===== src/hw/rtl/lsse_pkg.sv =====
`default_nettype none

package lsse_pkg;

    // Capacity of the color stores unless the top level is given another value.
    localparam int unsigned MAX_LEDS_DEFAULT = 64;

    localparam int unsigned NUM_LEDS_W   = 7;
    localparam int unsigned PERIOD_W     = 16;
    localparam int unsigned BYTE_W       = 8;
    localparam int unsigned COLOR_W      = 3 * BYTE_W;
    localparam int unsigned BITS_PER_LED = COLOR_W;
    localparam int unsigned BIT_W        = $clog2(BITS_PER_LED);
    localparam int unsigned OPCODE_W     = 2;
    localparam int unsigned CFG_IDX_W    = 2;

    // Register reset values.
    localparam logic [NUM_LEDS_W-1:0] RST_NUM_LEDS    = 7'd8;
    localparam logic [PERIOD_W-1:0]   RST_ZERO_PERIOD = 16'd80;
    localparam logic [PERIOD_W-1:0]   RST_ONE_PERIOD  = 16'd160;

    // Mask of the most significant bit of a color byte.
    localparam logic [BYTE_W-1:0] TOP_BIT = 8'h80;

    // Input opcodes.
    localparam logic [OPCODE_W-1:0] OP_SET  = 2'd0;
    localparam logic [OPCODE_W-1:0] OP_SHOW = 2'd1;
    localparam logic [OPCODE_W-1:0] OP_TICK = 2'd2;

    // Configuration register indexes.
    localparam logic [CFG_IDX_W-1:0] CFG_NUM_LEDS    = 2'd0;
    localparam logic [CFG_IDX_W-1:0] CFG_ZERO_PERIOD = 2'd1;
    localparam logic [CFG_IDX_W-1:0] CFG_ONE_PERIOD  = 2'd2;

    // Command queue between the front and the back.
    localparam int unsigned QUEUE_DEPTH = 2;
    localparam int unsigned QPTR_W      = $clog2(QUEUE_DEPTH);

    typedef enum logic [1:0] {
        CMD_DROP = 2'd0,
        CMD_SET  = 2'd1,
        CMD_SHOW = 2'd2,
        CMD_TICK = 2'd3
    } cmd_kind_t;

    typedef struct packed {
        cmd_kind_t           kind;
        logic [BYTE_W-1:0]   index;
        logic [COLOR_W-1:0]  color;   // red, green, blue from the top bits down
    } cmd_t;

    typedef struct packed {
        logic [PERIOD_W-1:0] zero_period;
        logic [PERIOD_W-1:0] one_period;
    } periods_t;

endpackage

`default_nettype wire


===== src/hw/rtl/lsse_front.sv =====
`default_nettype none

module lsse_front #(
    parameter int unsigned MAX_LEDS = lsse_pkg::MAX_LEDS_DEFAULT
) (
    input  wire                               aclk,
    input  wire                               aresetn,
    input  wire                               cfg_wr_en,
    input  wire  [lsse_pkg::CFG_IDX_W-1:0]    cfg_wr_index,
    input  wire  [lsse_pkg::PERIOD_W-1:0]     cfg_wr_data,
    input  wire                               s_tvalid,
    output logic                              s_tready,
    input  wire  [31:0]                       s_tdata,
    input  wire  [lsse_pkg::OPCODE_W-1:0]     s_tuser,
    input  wire                               init_done,
    input  wire                               q_full,
    output logic                              q_push,
    output lsse_pkg::cmd_t                    q_cmd,
    output logic [$clog2(MAX_LEDS+1)-1:0]     led_count,
    output lsse_pkg::periods_t                periods
);
    import lsse_pkg::*;

    localparam int unsigned CNT_W = $clog2(MAX_LEDS + 1);

    logic [NUM_LEDS_W-1:0] num_leds_reg;
    logic [PERIOD_W-1:0]   zero_period_reg;
    logic [PERIOD_W-1:0]   one_period_reg;
    logic [BYTE_W-1:0]     led_index;

    always_ff @(posedge aclk) begin
        if (!aresetn) begin
            num_leds_reg    <= RST_NUM_LEDS;
            zero_period_reg <= RST_ZERO_PERIOD;
            one_period_reg  <= RST_ONE_PERIOD;
        end else if (cfg_wr_en) begin
            case (cfg_wr_index)
                CFG_NUM_LEDS:    num_leds_reg    <= cfg_wr_data[NUM_LEDS_W-1:0];
                CFG_ZERO_PERIOD: zero_period_reg <= cfg_wr_data;
                CFG_ONE_PERIOD:  one_period_reg  <= cfg_wr_data;
                default: ;
            endcase
        end
    end

    // A count above the store capacity behaves as the full capacity.
    always_comb begin
        if (32'(num_leds_reg) > 32'(MAX_LEDS)) begin
            led_count = CNT_W'(MAX_LEDS);
        end else begin
            led_count = CNT_W'(num_leds_reg);
        end
    end

    assign periods.zero_period = zero_period_reg;
    assign periods.one_period  = one_period_reg;

    assign led_index = s_tdata[BYTE_W-1:0];
    assign s_tready  = init_done && !q_full;
    assign q_push    = s_tvalid && s_tready;

    // Sets outside the strip and the unused opcode become drops here, so the
    // back never needs the index range.
    always_comb begin
        q_cmd.index = led_index;
        q_cmd.color = {s_tdata[2*BYTE_W-1:BYTE_W], s_tdata[3*BYTE_W-1:2*BYTE_W],
                       s_tdata[4*BYTE_W-1:3*BYTE_W]};
        case (s_tuser)
            OP_SET: begin
                q_cmd.kind = (32'(led_index) < 32'(led_count)) ? CMD_SET : CMD_DROP;
            end
            OP_SHOW: q_cmd.kind = CMD_SHOW;
            OP_TICK: q_cmd.kind = CMD_TICK;
            default: q_cmd.kind = CMD_DROP;
        endcase
    end

endmodule

`default_nettype wire


===== src/hw/rtl/lsse_queue.sv =====
`default_nettype none

module lsse_queue (
    input  wire             aclk,
    input  wire             aresetn,
    input  wire             push,
    input  lsse_pkg::cmd_t  push_cmd,
    output logic            full,
    input  wire             pop,
    output lsse_pkg::cmd_t  head,
    output logic            empty
);
    import lsse_pkg::*;

    cmd_t              entry_reg [QUEUE_DEPTH];
    logic [QPTR_W-1:0] wr_ptr_reg;
    logic [QPTR_W-1:0] rd_ptr_reg;
    logic [QPTR_W:0]   count_reg;

    assign full  = (count_reg == (QPTR_W+1)'(QUEUE_DEPTH));
    assign empty = (count_reg == '0);
    assign head  = entry_reg[rd_ptr_reg];

    always_ff @(posedge aclk) begin
        if (push) begin
            entry_reg[wr_ptr_reg] <= push_cmd;
        end
    end

    always_ff @(posedge aclk) begin
        if (!aresetn) begin
            wr_ptr_reg <= '0;
            rd_ptr_reg <= '0;
            count_reg  <= '0;
        end else begin
            if (push) begin
                wr_ptr_reg <= wr_ptr_reg + QPTR_W'(1);
            end
            if (pop) begin
                rd_ptr_reg <= rd_ptr_reg + QPTR_W'(1);
            end
            if (push && !pop) begin
                count_reg <= count_reg + (QPTR_W+1)'(1);
            end else if (pop && !push) begin
                count_reg <= count_reg - (QPTR_W+1)'(1);
            end
        end
    end

endmodule

`default_nettype wire


===== src/hw/rtl/lsse_back.sv =====
`default_nettype none

module lsse_back #(
    parameter int unsigned MAX_LEDS = lsse_pkg::MAX_LEDS_DEFAULT
) (
    input  wire                               aclk,
    input  wire                               aresetn,
    input  wire  [$clog2(MAX_LEDS+1)-1:0]     led_count,
    input  lsse_pkg::periods_t                periods,
    input  wire                               q_empty,
    input  lsse_pkg::cmd_t                    q_cmd,
    output logic                              q_pop,
    output logic                              init_done,
    output logic                              m_tvalid,
    input  wire                               m_tready,
    output logic [lsse_pkg::PERIOD_W-1:0]     m_tdata,
    output logic [1:0]                        m_tuser,
    output logic                              m_tlast
);
    import lsse_pkg::*;

    localparam int unsigned CNT_W = $clog2(MAX_LEDS + 1);
    localparam int unsigned IDX_W = (MAX_LEDS > 1) ? $clog2(MAX_LEDS) : 1;

    typedef enum logic [4:0] {
        ST_CLEAR     = 5'b00001,
        ST_IDLE      = 5'b00010,
        ST_COPY_RD   = 5'b00100,
        ST_COPY_WR   = 5'b01000,
        ST_TICK_EMIT = 5'b10000
    } state_t;

    state_t state_reg, state_next;

    logic [CNT_W-1:0]    copy_cnt_reg, copy_cnt_next, copy_inc;
    logic                frame_busy_reg, frame_busy_next;
    logic                lead_reg, lead_next;
    logic [CNT_W-1:0]    sym_led_reg, sym_led_next;
    logic [BIT_W-1:0]    sym_bit_reg, sym_bit_next;
    logic [CNT_W-1:0]    frame_leds_reg, frame_leds_next;
    logic [PERIOD_W-1:0] frame_zero_reg, frame_zero_next;
    logic [PERIOD_W-1:0] frame_one_reg, frame_one_next;

    logic                out_valid_reg, out_valid_next;
    logic [PERIOD_W-1:0] out_duty_reg, out_duty_next;
    logic                out_symv_reg, out_symv_next;
    logic                out_last_reg, out_last_next;
    logic                out_acc_reg, out_acc_next;
    logic                out_free;

    logic [COLOR_W-1:0]  led_mem [MAX_LEDS];
    logic [COLOR_W-1:0]  frame_mem [MAX_LEDS];
    logic [COLOR_W-1:0]  led_rdata_reg;
    logic [COLOR_W-1:0]  frame_rdata_reg;
    logic                led_we;
    logic [IDX_W-1:0]    led_waddr;
    logic [COLOR_W-1:0]  led_wdata;
    logic                frame_we;

    logic [BYTE_W-1:0]   sym_byte;
    logic                sym_one;

    // Color store: cleared after reset, written by sets, read by the copy.
    always_ff @(posedge aclk) begin
        if (led_we) begin
            led_mem[led_waddr] <= led_wdata;
        end
        led_rdata_reg <= led_mem[copy_cnt_reg[IDX_W-1:0]];
    end

    // Frame store: filled by the copy, read at the LED being sent.
    always_ff @(posedge aclk) begin
        if (frame_we) begin
            frame_mem[copy_cnt_reg[IDX_W-1:0]] <= led_rdata_reg;
        end
        frame_rdata_reg <= frame_mem[sym_led_reg[IDX_W-1:0]];
    end

    // Colors are stored red, green, blue from the top; bits go out green first.
    always_comb begin
        case (sym_bit_reg[BIT_W-1:3])
            2'd0:    sym_byte = frame_rdata_reg[2*BYTE_W-1:BYTE_W];
            2'd1:    sym_byte = frame_rdata_reg[3*BYTE_W-1:2*BYTE_W];
            default: sym_byte = frame_rdata_reg[BYTE_W-1:0];
        endcase
        sym_one = |(sym_byte & (TOP_BIT >> sym_bit_reg[2:0]));
    end

    assign out_free  = !out_valid_reg || m_tready;
    assign copy_inc  = copy_cnt_reg + CNT_W'(1);
    assign init_done = (state_reg != ST_CLEAR);

    always_comb begin
        state_next      = state_reg;
        copy_cnt_next   = copy_cnt_reg;
        frame_busy_next = frame_busy_reg;
        lead_next       = lead_reg;
        sym_led_next    = sym_led_reg;
        sym_bit_next    = sym_bit_reg;
        frame_leds_next = frame_leds_reg;
        frame_zero_next = frame_zero_reg;
        frame_one_next  = frame_one_reg;
        out_valid_next  = out_valid_reg && !m_tready;
        out_duty_next   = out_duty_reg;
        out_symv_next   = out_symv_reg;
        out_last_next   = out_last_reg;
        out_acc_next    = out_acc_reg;
        q_pop           = 1'b0;
        led_we          = 1'b0;
        led_waddr       = copy_cnt_reg[IDX_W-1:0];
        led_wdata       = '0;
        frame_we        = 1'b0;

        case (state_reg)
            ST_CLEAR: begin
                led_we = 1'b1;
                if (copy_cnt_reg == CNT_W'(MAX_LEDS - 1)) begin
                    copy_cnt_next = '0;
                    state_next    = ST_IDLE;
                end else begin
                    copy_cnt_next = copy_inc;
                end
            end

            ST_IDLE: begin
                if (!q_empty && out_free) begin
                    q_pop         = 1'b1;
                    out_duty_next = '0;
                    out_symv_next = 1'b0;
                    out_last_next = 1'b0;
                    out_acc_next  = 1'b0;
                    case (q_cmd.kind)
                        CMD_SET: begin
                            led_we         = 1'b1;
                            led_waddr      = IDX_W'(q_cmd.index);
                            led_wdata      = q_cmd.color;
                            out_valid_next = 1'b1;
                            out_acc_next   = 1'b1;
                        end
                        CMD_SHOW: begin
                            out_valid_next = 1'b1;
                            if (!frame_busy_reg) begin
                                out_acc_next    = 1'b1;
                                frame_busy_next = 1'b1;
                                frame_leds_next = led_count;
                                frame_zero_next = periods.zero_period;
                                frame_one_next  = periods.one_period;
                                lead_next       = 1'b1;
                                sym_led_next    = '0;
                                sym_bit_next    = '0;
                                copy_cnt_next   = '0;
                                if (led_count != '0) begin
                                    state_next = ST_COPY_RD;
                                end
                            end
                        end
                        CMD_TICK: begin
                            if (frame_busy_reg) begin
                                state_next = ST_TICK_EMIT;
                            end else begin
                                out_valid_next = 1'b1;
                            end
                        end
                        default: begin
                            out_valid_next = 1'b1;
                        end
                    endcase
                end
            end

            ST_COPY_RD: begin
                state_next = ST_COPY_WR;
            end

            ST_COPY_WR: begin
                frame_we = 1'b1;
                if (copy_inc == frame_leds_reg) begin
                    copy_cnt_next = '0;
                    state_next    = ST_IDLE;
                end else begin
                    copy_cnt_next = copy_inc;
                    state_next    = ST_COPY_RD;
                end
            end

            ST_TICK_EMIT: begin
                if (out_free) begin
                    out_valid_next = 1'b1;
                    out_symv_next  = 1'b1;
                    out_acc_next   = 1'b1;
                    out_duty_next  = '0;
                    out_last_next  = 1'b0;
                    state_next     = ST_IDLE;
                    if (lead_reg) begin
                        lead_next = 1'b0;
                    end else if (sym_led_reg < frame_leds_reg) begin
                        out_duty_next = sym_one ? frame_one_reg : frame_zero_reg;
                        if (sym_bit_reg == BIT_W'(BITS_PER_LED - 1)) begin
                            sym_bit_next = '0;
                            sym_led_next = sym_led_reg + CNT_W'(1);
                        end else begin
                            sym_bit_next = sym_bit_reg + BIT_W'(1);
                        end
                    end else begin
                        out_last_next   = 1'b1;
                        frame_busy_next = 1'b0;
                    end
                end
            end

            default: begin
                state_next = ST_IDLE;
            end
        endcase
    end

    always_ff @(posedge aclk) begin
        if (!aresetn) begin
            state_reg      <= ST_CLEAR;
            copy_cnt_reg   <= '0;
            frame_busy_reg <= 1'b0;
            lead_reg       <= 1'b0;
            sym_led_reg    <= '0;
            sym_bit_reg    <= '0;
            out_valid_reg  <= 1'b0;
        end else begin
            state_reg      <= state_next;
            copy_cnt_reg   <= copy_cnt_next;
            frame_busy_reg <= frame_busy_next;
            lead_reg       <= lead_next;
            sym_led_reg    <= sym_led_next;
            sym_bit_reg    <= sym_bit_next;
            out_valid_reg  <= out_valid_next;
        end
    end

    always_ff @(posedge aclk) begin
        frame_leds_reg <= frame_leds_next;
        frame_zero_reg <= frame_zero_next;
        frame_one_reg  <= frame_one_next;
        out_duty_reg   <= out_duty_next;
        out_symv_reg   <= out_symv_next;
        out_last_reg   <= out_last_next;
        out_acc_reg    <= out_acc_next;
    end

    assign m_tvalid = out_valid_reg;
    assign m_tdata  = out_duty_reg;
    assign m_tuser  = {out_acc_reg, out_symv_reg};
    assign m_tlast  = out_last_reg;

    a_pop_only_idle: assert property (@(posedge aclk) disable iff (!aresetn)
        q_pop |-> state_reg == ST_IDLE)
        else $error("command taken from the queue outside the idle state");

    a_copy_in_frame: assert property (@(posedge aclk) disable iff (!aresetn)
        (state_reg == ST_COPY_RD || state_reg == ST_COPY_WR) |-> frame_busy_reg)
        else $error("frame copy running without an active frame");

    a_copy_bound: assert property (@(posedge aclk) disable iff (!aresetn)
        state_reg == ST_COPY_WR |-> copy_cnt_reg < frame_leds_reg)
        else $error("frame copy beyond the latched LED count");

    a_tick_in_frame: assert property (@(posedge aclk) disable iff (!aresetn)
        state_reg == ST_TICK_EMIT |-> frame_busy_reg)
        else $error("symbol emitted without an active frame");

    a_last_ends_frame: assert property (@(posedge aclk) disable iff (!aresetn)
        (state_reg == ST_TICK_EMIT && out_free && out_last_next) |=> !frame_busy_reg)
        else $error("frame still active after its trailing symbol");

endmodule

`default_nettype wire


===== src/hw/rtl/led_strip_symbol_encoder.sv =====
// Path: a set, a show, a dropped item or a tick outside a frame goes through the command
// queue and the result register; a tick in a frame also passes the tick-emit state.
// Throughput: one set or dropped item per cycle while results are taken; a frame's tick
// holds the executing side while it emits, a show that starts a frame while it copies N LEDs
// (one store port each). Reset (aresetn low, synchronous) restores the registers and then
// clears the color store, during which s_tready stays low; configuration writes are taken.
`default_nettype none

module led_strip_symbol_encoder #(
    parameter int unsigned MAX_LEDS = lsse_pkg::MAX_LEDS_DEFAULT
) (
    input  wire                              aclk,
    input  wire                              aresetn,

    // Configuration writes: 0 LED count, 1 zero period, 2 one period.
    input  wire                              cfg_wr_en,
    input  wire  [lsse_pkg::CFG_IDX_W-1:0]   cfg_wr_index,
    input  wire  [lsse_pkg::PERIOD_W-1:0]    cfg_wr_data,

    // Item input channel.
    input  wire                              s_tvalid,
    output logic                             s_tready,
    input  wire  [31:0]                      s_tdata,   // led_index, red, green, blue
    input  wire  [lsse_pkg::OPCODE_W-1:0]    s_tuser,   // opcode

    // Result channel.
    output logic                             m_tvalid,
    input  wire                              m_tready,
    output logic [lsse_pkg::PERIOD_W-1:0]    m_tdata,   // duty
    output logic [1:0]                       m_tuser,   // symbol_valid, accepted
    output logic                             m_tlast    // last_symbol
);
    import lsse_pkg::*;

    localparam int unsigned CNT_W = $clog2(MAX_LEDS + 1);

    // The front holds the configuration registers and turns each transfer into a
    // command. Sets outside the strip and unknown opcodes are marked as drops so
    // that the back only emits an all-zero result for them.
    logic             init_done;
    logic             q_push;
    logic             q_full;
    logic             q_pop;
    logic             q_empty;
    cmd_t             push_cmd;
    cmd_t             head_cmd;
    logic [CNT_W-1:0] led_count;
    periods_t         periods;

    lsse_front #(
        .MAX_LEDS (MAX_LEDS)
    ) u_front (
        .aclk         (aclk),
        .aresetn      (aresetn),
        .cfg_wr_en    (cfg_wr_en),
        .cfg_wr_index (cfg_wr_index),
        .cfg_wr_data  (cfg_wr_data),
        .s_tvalid     (s_tvalid),
        .s_tready     (s_tready),
        .s_tdata      (s_tdata),
        .s_tuser      (s_tuser),
        .init_done    (init_done),
        .q_full       (q_full),
        .q_push       (q_push),
        .q_cmd        (push_cmd),
        .led_count    (led_count),
        .periods      (periods)
    );

    // A two-entry command queue lets the front keep taking transfers while the
    // back is busy copying a frame or waits for the result register to drain.
    lsse_queue u_queue (
        .aclk     (aclk),
        .aresetn  (aresetn),
        .push     (q_push),
        .push_cmd (push_cmd),
        .full     (q_full),
        .pop      (q_pop),
        .head     (head_cmd),
        .empty    (q_empty)
    );

    // The back owns both color stores, the frame sequencer and the result register.
    // A show copies the live colors into the frame store LED by LED, each through a
    // read and a write state; each tick then reads the LED being sent and picks the
    // period for the current bit, after one leading and before one trailing zero symbol.
    lsse_back #(
        .MAX_LEDS (MAX_LEDS)
    ) u_back (
        .aclk      (aclk),
        .aresetn   (aresetn),
        .led_count (led_count),
        .periods   (periods),
        .q_empty   (q_empty),
        .q_cmd     (head_cmd),
        .q_pop     (q_pop),
        .init_done (init_done),
        .m_tvalid  (m_tvalid),
        .m_tready  (m_tready),
        .m_tdata   (m_tdata),
        .m_tuser   (m_tuser),
        .m_tlast   (m_tlast)
    );

endmodule

`default_nettype wire


===== config.mk =====
export PLATFORM = sky130hd
export DESIGN_NAME = led_strip_symbol_encoder
export DESIGN_NICKNAME = d
export VERILOG_FILES = /design/src/hw/rtl/lsse_pkg.sv /design/src/hw/rtl/lsse_front.sv /design/src/hw/rtl/lsse_queue.sv /design/src/hw/rtl/lsse_back.sv /design/src/hw/rtl/led_strip_symbol_encoder.sv
export SDC_FILE = /design/constraint.sdc
export NUM_CORES = 2
export LEC_CHECK = 0
export ABC_AREA = 1
export BUFFER_PORTS_ARGS = -buffer_cell sky130_fd_sc_hd__clkbuf_2
export CAP_MARGIN = 0
export CORE_MARGIN = 1.5
export CORE_UTILIZATION = 30
export CTS_CLUSTER_SIZE = 30
export DETAILED_ROUTE_END_ITERATION = 12
export SLEW_MARGIN = 10
export SYNTH_ARGS = -nofsm -noshare
export SYNTH_HDL_FRONTEND = slang
export SYNTH_SLANG_ARGS = --single-unit

===== constraint.sdc =====
create_clock -name aclk -period 5.5 [get_ports aclk]
set_input_delay 1.1 -clock aclk [delete_from_list [all_inputs] [get_ports aclk]]
set_output_delay 1.1 -clock aclk [all_outputs]
set_load 0.02 [all_outputs]

== Yosys cells after proc, flatten, opt, wreduce, memory -nomap -nowiden ==
Memories as Yosys holds them, arrays and structs flattened. A register that Yosys moved wholly into a read port is not among the register bits.
Cells that the tools add are included.
Operators by class
  $add $sub $neg: 7
  order comparisons: 3
  equal/unequal tests: 31
  shift operators: 1
  multiplexer cells: 87
  bitwise gates (word level): 2
  reduce and logical (&&, ||, !) cells: 33
Operator list (count)
  two-way mux 16 bit: 5
  two-way mux 24 bit: 3
  two-way mux 7 bit: 10
  two-way mux 5 bit: 13
  two-way mux 1 bit: 34
  one-hot mux 16 bit (2 select lines): 1
  one-hot mux 5 bit (5 select lines): 1
  one-hot mux 7 bit (3 select lines): 1
  one-hot mux 5 bit (2 select lines): 2
  two-way mux 6 bit: 3
  one-hot mux 1 bit (2 select lines): 8
  one-hot mux 8 bit (2 select lines): 1
  adder 7 x 1 -> 7 bit (second input constant): 2
  one-hot mux 7 bit (2 select lines): 1
  AND reduction 7 bit: 2
  == test 2 bit (second input constant): 5
  == test 5 bit (second input constant): 2
  != test 2 x 1 -> 1 bit (second input constant): 5
  != test 3 x 2 -> 1 bit (second input constant): 3
  AND 8 bit: 1
  == test 2 x 1 -> 1 bit (second input constant): 4
  logical NOT 2 bit: 4
  less-than comparator 8 x 7 -> 1 bit: 1
  != test 2 bit (second input constant): 4
  other kinds (32): 48
Storage, ports and cells
  register bits after elaboration: 128
  bits in writable memories: 3140
  input bits: 57
  logic and storage cells: 187
  memories: 3
Memory list
  u_back.frame_mem: depth 64, bits a word 24, read ports 1, clocked after Yosys merged registers in 1, wr ports 1, RTL line lsse_back.sv:52  | logic [COLOR_W-1:0] frame_mem [MAX_LEDS];
  u_back.led_mem: depth 64, bits a word 24, read ports 1, clocked after Yosys merged registers in 1, wr ports 1, RTL line lsse_back.sv:51  | logic [COLOR_W-1:0] led_mem [MAX_LEDS];
  u_queue.entry_reg: depth 2, bits a word 34, read ports 1, clocked after Yosys merged registers in 1, wr ports 1, RTL line lsse_queue.sv:15  | cmd_t entry_reg [QUEUE_DEPTH];

== Depth between registers and ports, before layout ==
  word-level depth: 9
  depth in mapped cells: 16

== Modules after synthesis ==
A second synthesis with hierarchy kept.
Unflattened totals
  cells, all modules: 9415
  area, all modules: 127538.6 sq um
Modules (own cells, without submodules)
  lsse_back: instances 1, cells an instance 9018, area an instance 122801.5 sq um
  lsse_queue: instances 1, cells an instance 141, area an instance 2836.5 sq um
  lsse_front: instances 1, cells an instance 256, area an instance 1900.6 sq um

== Worst setup path after synthesis ==
No wires, ideal clock.
  path type: in2reg
  start: in m_tready
  end: mem u_back.led_mem[0][10] (netlist bit), data pin
  library setup time: 0.548 ns
  data arrival time: 3.700 ns
  required time: 4.952 ns
  slack: 1.252 ns
  stages on the path: 8
  cell sequence: nor2_1 -> a21oi_1 -> inv_2 -> nor2_4 -> nand2_4 -> buf_6 -> clkbuf_1 -> a21oi_1
On the way
  cells in the longest elaborated chain, start to end: 4
Ends and longest elaborated chain
  start, declared: RTL line led_strip_symbol_encoder.sv:28  | input wire m_tready,
  logical OR 1 bit: RTL line lsse_back.sv:89  | assign out_free = !out_valid_reg || m_tready;
  logical AND 1 bit: RTL line lsse_back.sv:126  | if (!q_empty && out_free) begin
  two-way mux 24 bit: RTL line lsse_back.sv:126
  two-way mux 24 bit: RTL line lsse_back.sv:114  | case (state_reg)
  named net u_back.led_wdata[10]: RTL line lsse_back.sv:57  | logic [COLOR_W-1:0] led_wdata;
  end, declared: RTL line lsse_back.sv:51
The timed path passes the listed nets, and every way through them passes these cells.

==> results.md <==
* EDFF count, synth at 3194
* Post-Syn Instances at approximately 9400
* R2R setup slack at 1.26 ns
* Worst Setup EP: u_back.led_mem[43][16]
* Max Cap Viol at 0
* Layout area overhead at 14.4%
* Cts repair resizes at 0
* Slew of the pin with the lowest slew margin at 1.25 ns
* Max FO, Critical Path at 31
* Core box area at between 400000 and 500000 µm²
* DRT iter0 DRCs at 9802
* First-pass GRT wire length at about 520 mm
* Clock-pin slew on the worst setup and hold paths at 0.06 ns
* Total power at 59.8 mW
* Synth Area per Inst at 13.5 µm²
* Top post-synthesis cells by count: edfxtp_1, nand2_1, nor2_1
* FF-to-FF End: u_back.led_mem[43][16]
* Status: finished clean
* Sequential area share after synthesis at 77.5%
* WP data arrival at about 4.8 ns
* Top cell type's share of synthesized area at 75.7%
* Slew Viols, Final at 0
* Cell Area, Synth at approximately 130000 µm²
* Combinational power share at around 14%
* Final wirelength at 364 mm
* Vias/cell at around 5
* Max Freq at 236 MHz
* Setup TNS at 0 ns
* DR DRC count at 0
* Die width at 653 µm
* Proportion of layout cells with a drive suffix above 1 at 10.7%
* Startpoint Class: flop
* Final Hold Viols at 0
* Finished Layout Cells at approximately 15000
* Post-CTS setup buffers at 0
* Seq pwr share at 50.4%
* Clock sink count at 3313
* Area leader, netlist: edfxtp_1
* # rows at 238
* Synth Net Count at 9469
* Ports at 78
* Crit path capture type: flop
* Routability cong. at 0.879
* Power density cells at approximately 410 nW/µm²
* Die height at roughly 650 µm
* Critical path, cell by cell: buf_4 > o21ai_0 > ha_1 > nand2_4 > nand2_1 > o21ai_2 > inv_1 > nor2_1 > nand3_1 > nor2_2 > buf_4
* Cell Count Post-Placement at 14860
* Remaining Overflow, GRT at 0
* Switching share of power at ~27%
* First-pass iteration count of the detailed router at 6
* Unrepaired setup endpoints after global routing: false
* Final min period at 4.24 ns
* DR WL/cell at 23.6 µm
* Largest net degree at the start of global routing at 180
* Internal cell power at about 43 mW
* Dpl cell area at 135000 µm²
* Synth Warn # at 0
* Worst relative slew slack at ~16%
* Vias in the first global route at 73241
* Hold Buf Count CTS at 0
* Main synth FF type: edfxtp_1
* Most frequent cell after synthesis: edfxtp_1
* Clock power frac at between 30% and 40%
* Final Cell Area at 145000 µm²
* Dpl hpwl at 199 mm
* Port bufs at 77
* Fillers at 40555
* Setup violators final at 0
* GRT Total Usage at between 10% and 20%
* CTS Buffer Depth at 4
* Initial antenna violation count at 14
* Leak Pwr at 45.5 nW
* Critical path class: flop to flop
* Async S/R FF share, synth at 0%
* Synthesized flop and latch total at 3313
* NumNets Final at about 9600
* Area of the multi-input gates at 26100 µm²
* Root buffer cell: clkbuf_16
* Post-DRT Antenna Nets at 0
* Skew final at 0.0649 ns
* Vias at 78422
* Synth top area cells: edfxtp_1, nand2_1, o21ai_0, nor2_1, dfxtp_1
* Worst r2r path cells at 11
* Area of the die at 426000 µm²
* Switch Pwr at 16.4 mW
* Worst skew pair latency at 0.91 ns
* Sequential cell area at ~100000 µm²
* Initial core utilization at between 30 and 40%
* CTS buffer count at 321
* Hold Path Class: input port to flop
* CTS tree: yes
* Crit-path slowest cell: nor2_2
* CP Data Required Time at about 6.0 ns
* Max H-tree Level at 5
* Peak VDD IR at approximately 0.00033 V
* Critical Path Max Stage Delay at 0.59 ns
* Period utilization at 77.0%
* Post-synth cell types at 47
* Crit path top cell by count: buf_4
## power by group through the flow
stage,Combinational [mW],Sequential (mW),Clock (mW)
after global routing,8.96,30.2,22.5
after detailed placement,8.28,30.7,0
after global placement,8.19,30.6,0
after CTS,8.29,30.1,21.5
after floorplan,3.46,31.4,0
final,8.36,30.1,21.3
## per-layer routing
metal | GRT usage [%] | part of all wire (%)
met4 | 5.52 | 3.4
met2 | 25.4 | 45
met1 | 23.4 | 42
met5 | 0 | 0.0036
met3 | 2.91 | 9.0
## kinds of logic (layout without fill, tap and decap cells)
kind of cell,count (synthesis),count (layout),synth area share (%)
compound gates,1807,1807,8.33
xor+xnor,6,6,0.0415
fa+ha+maj,25,25,0.247
buf+inv,691,1095,2.37
flops,3313,3313,77.5
other cells,0,1,0
simple gates,3545,3545,11.5
## how the worst min path moves through the flow
| stage | start | to | slack [ns] | depth (start not counted) |
|---|---|---|---|---|
| 6_report | s_tdata[16] | u_queue.entry_reg[1][8] | 0.40 | 1 |
| 5_1_grt | s_tdata[30] | u_queue.entry_reg[0][6] | 0.37 | 1 |
| 4_1_cts | s_tdata[16] | u_queue.entry_reg[0][8] | 0.35 | 1 |
| 3_5_place_dp | u_front.zero_period_reg[14] | u_back.frame_zero_reg[14] | 0.41 | 0 |
| 3_3_place_gp | u_front.zero_period_reg[5] | u_back.frame_zero_reg[5] | 0.41 | 0 |
| 2_1_floorplan | u_front.one_period_reg[0] | u_back.frame_one_reg[0] | 0.40 | 0 |
## stage by stage
stage,hold slack [ns],util [%],worst slack [ns]
after global routing,0.371,34.5,1.07
after CTS,0.345,34.5,1.27
after global placement,0.408,32.1,0.978
after floorplan,0.403,-,1.25
after detailed placement,0.410,32.1,0.989
final,0.400,34.5,1.26
## critical path: cells and delay by family (launching register included)
kind                       cells  cell delay (ns)
and+or+nand+nor                5             1.86
adders and majority gates      1             0.31
AOI/OAI and AO/OA              2             0.40
DFF                            1             0.35
buffers and inverters          3             0.90
## placed cells by master, fill, tap and decap left out, drive strengths merged, types with 10 or more instances in the layout
cell type  count
o22ai        209
nor3b         15
o221ai        53
dfxtp        119
nand3        293
inv          167
o211ai       145
buf          291
bufinv        16
a22oi        188
nor2        1225
o2111ai       18
nand4        249
nand3b        10
clkbuf       491
a22o          25
o21ai        988
clkinv       126
a21oi        167
edfxtp      3194
ha            25
nand2       1736
## final cells by class
| class | instances | area share, % |
|---|---|---|
| flip-flops and latches | 3313 | 67.8 |
| multi-input cells | 5383 | 18.0 |
| clock buffers | 414 | 5.97 |
| well taps | 5640 | 4.87 |
| repair buffers | 368 | 2.01 |
| clock inverters | 157 | 0.863 |
| inverters | 156 | 0.444 |
| diodes | 1 | 0.00173 |
(Power assumes the default switching activity.)
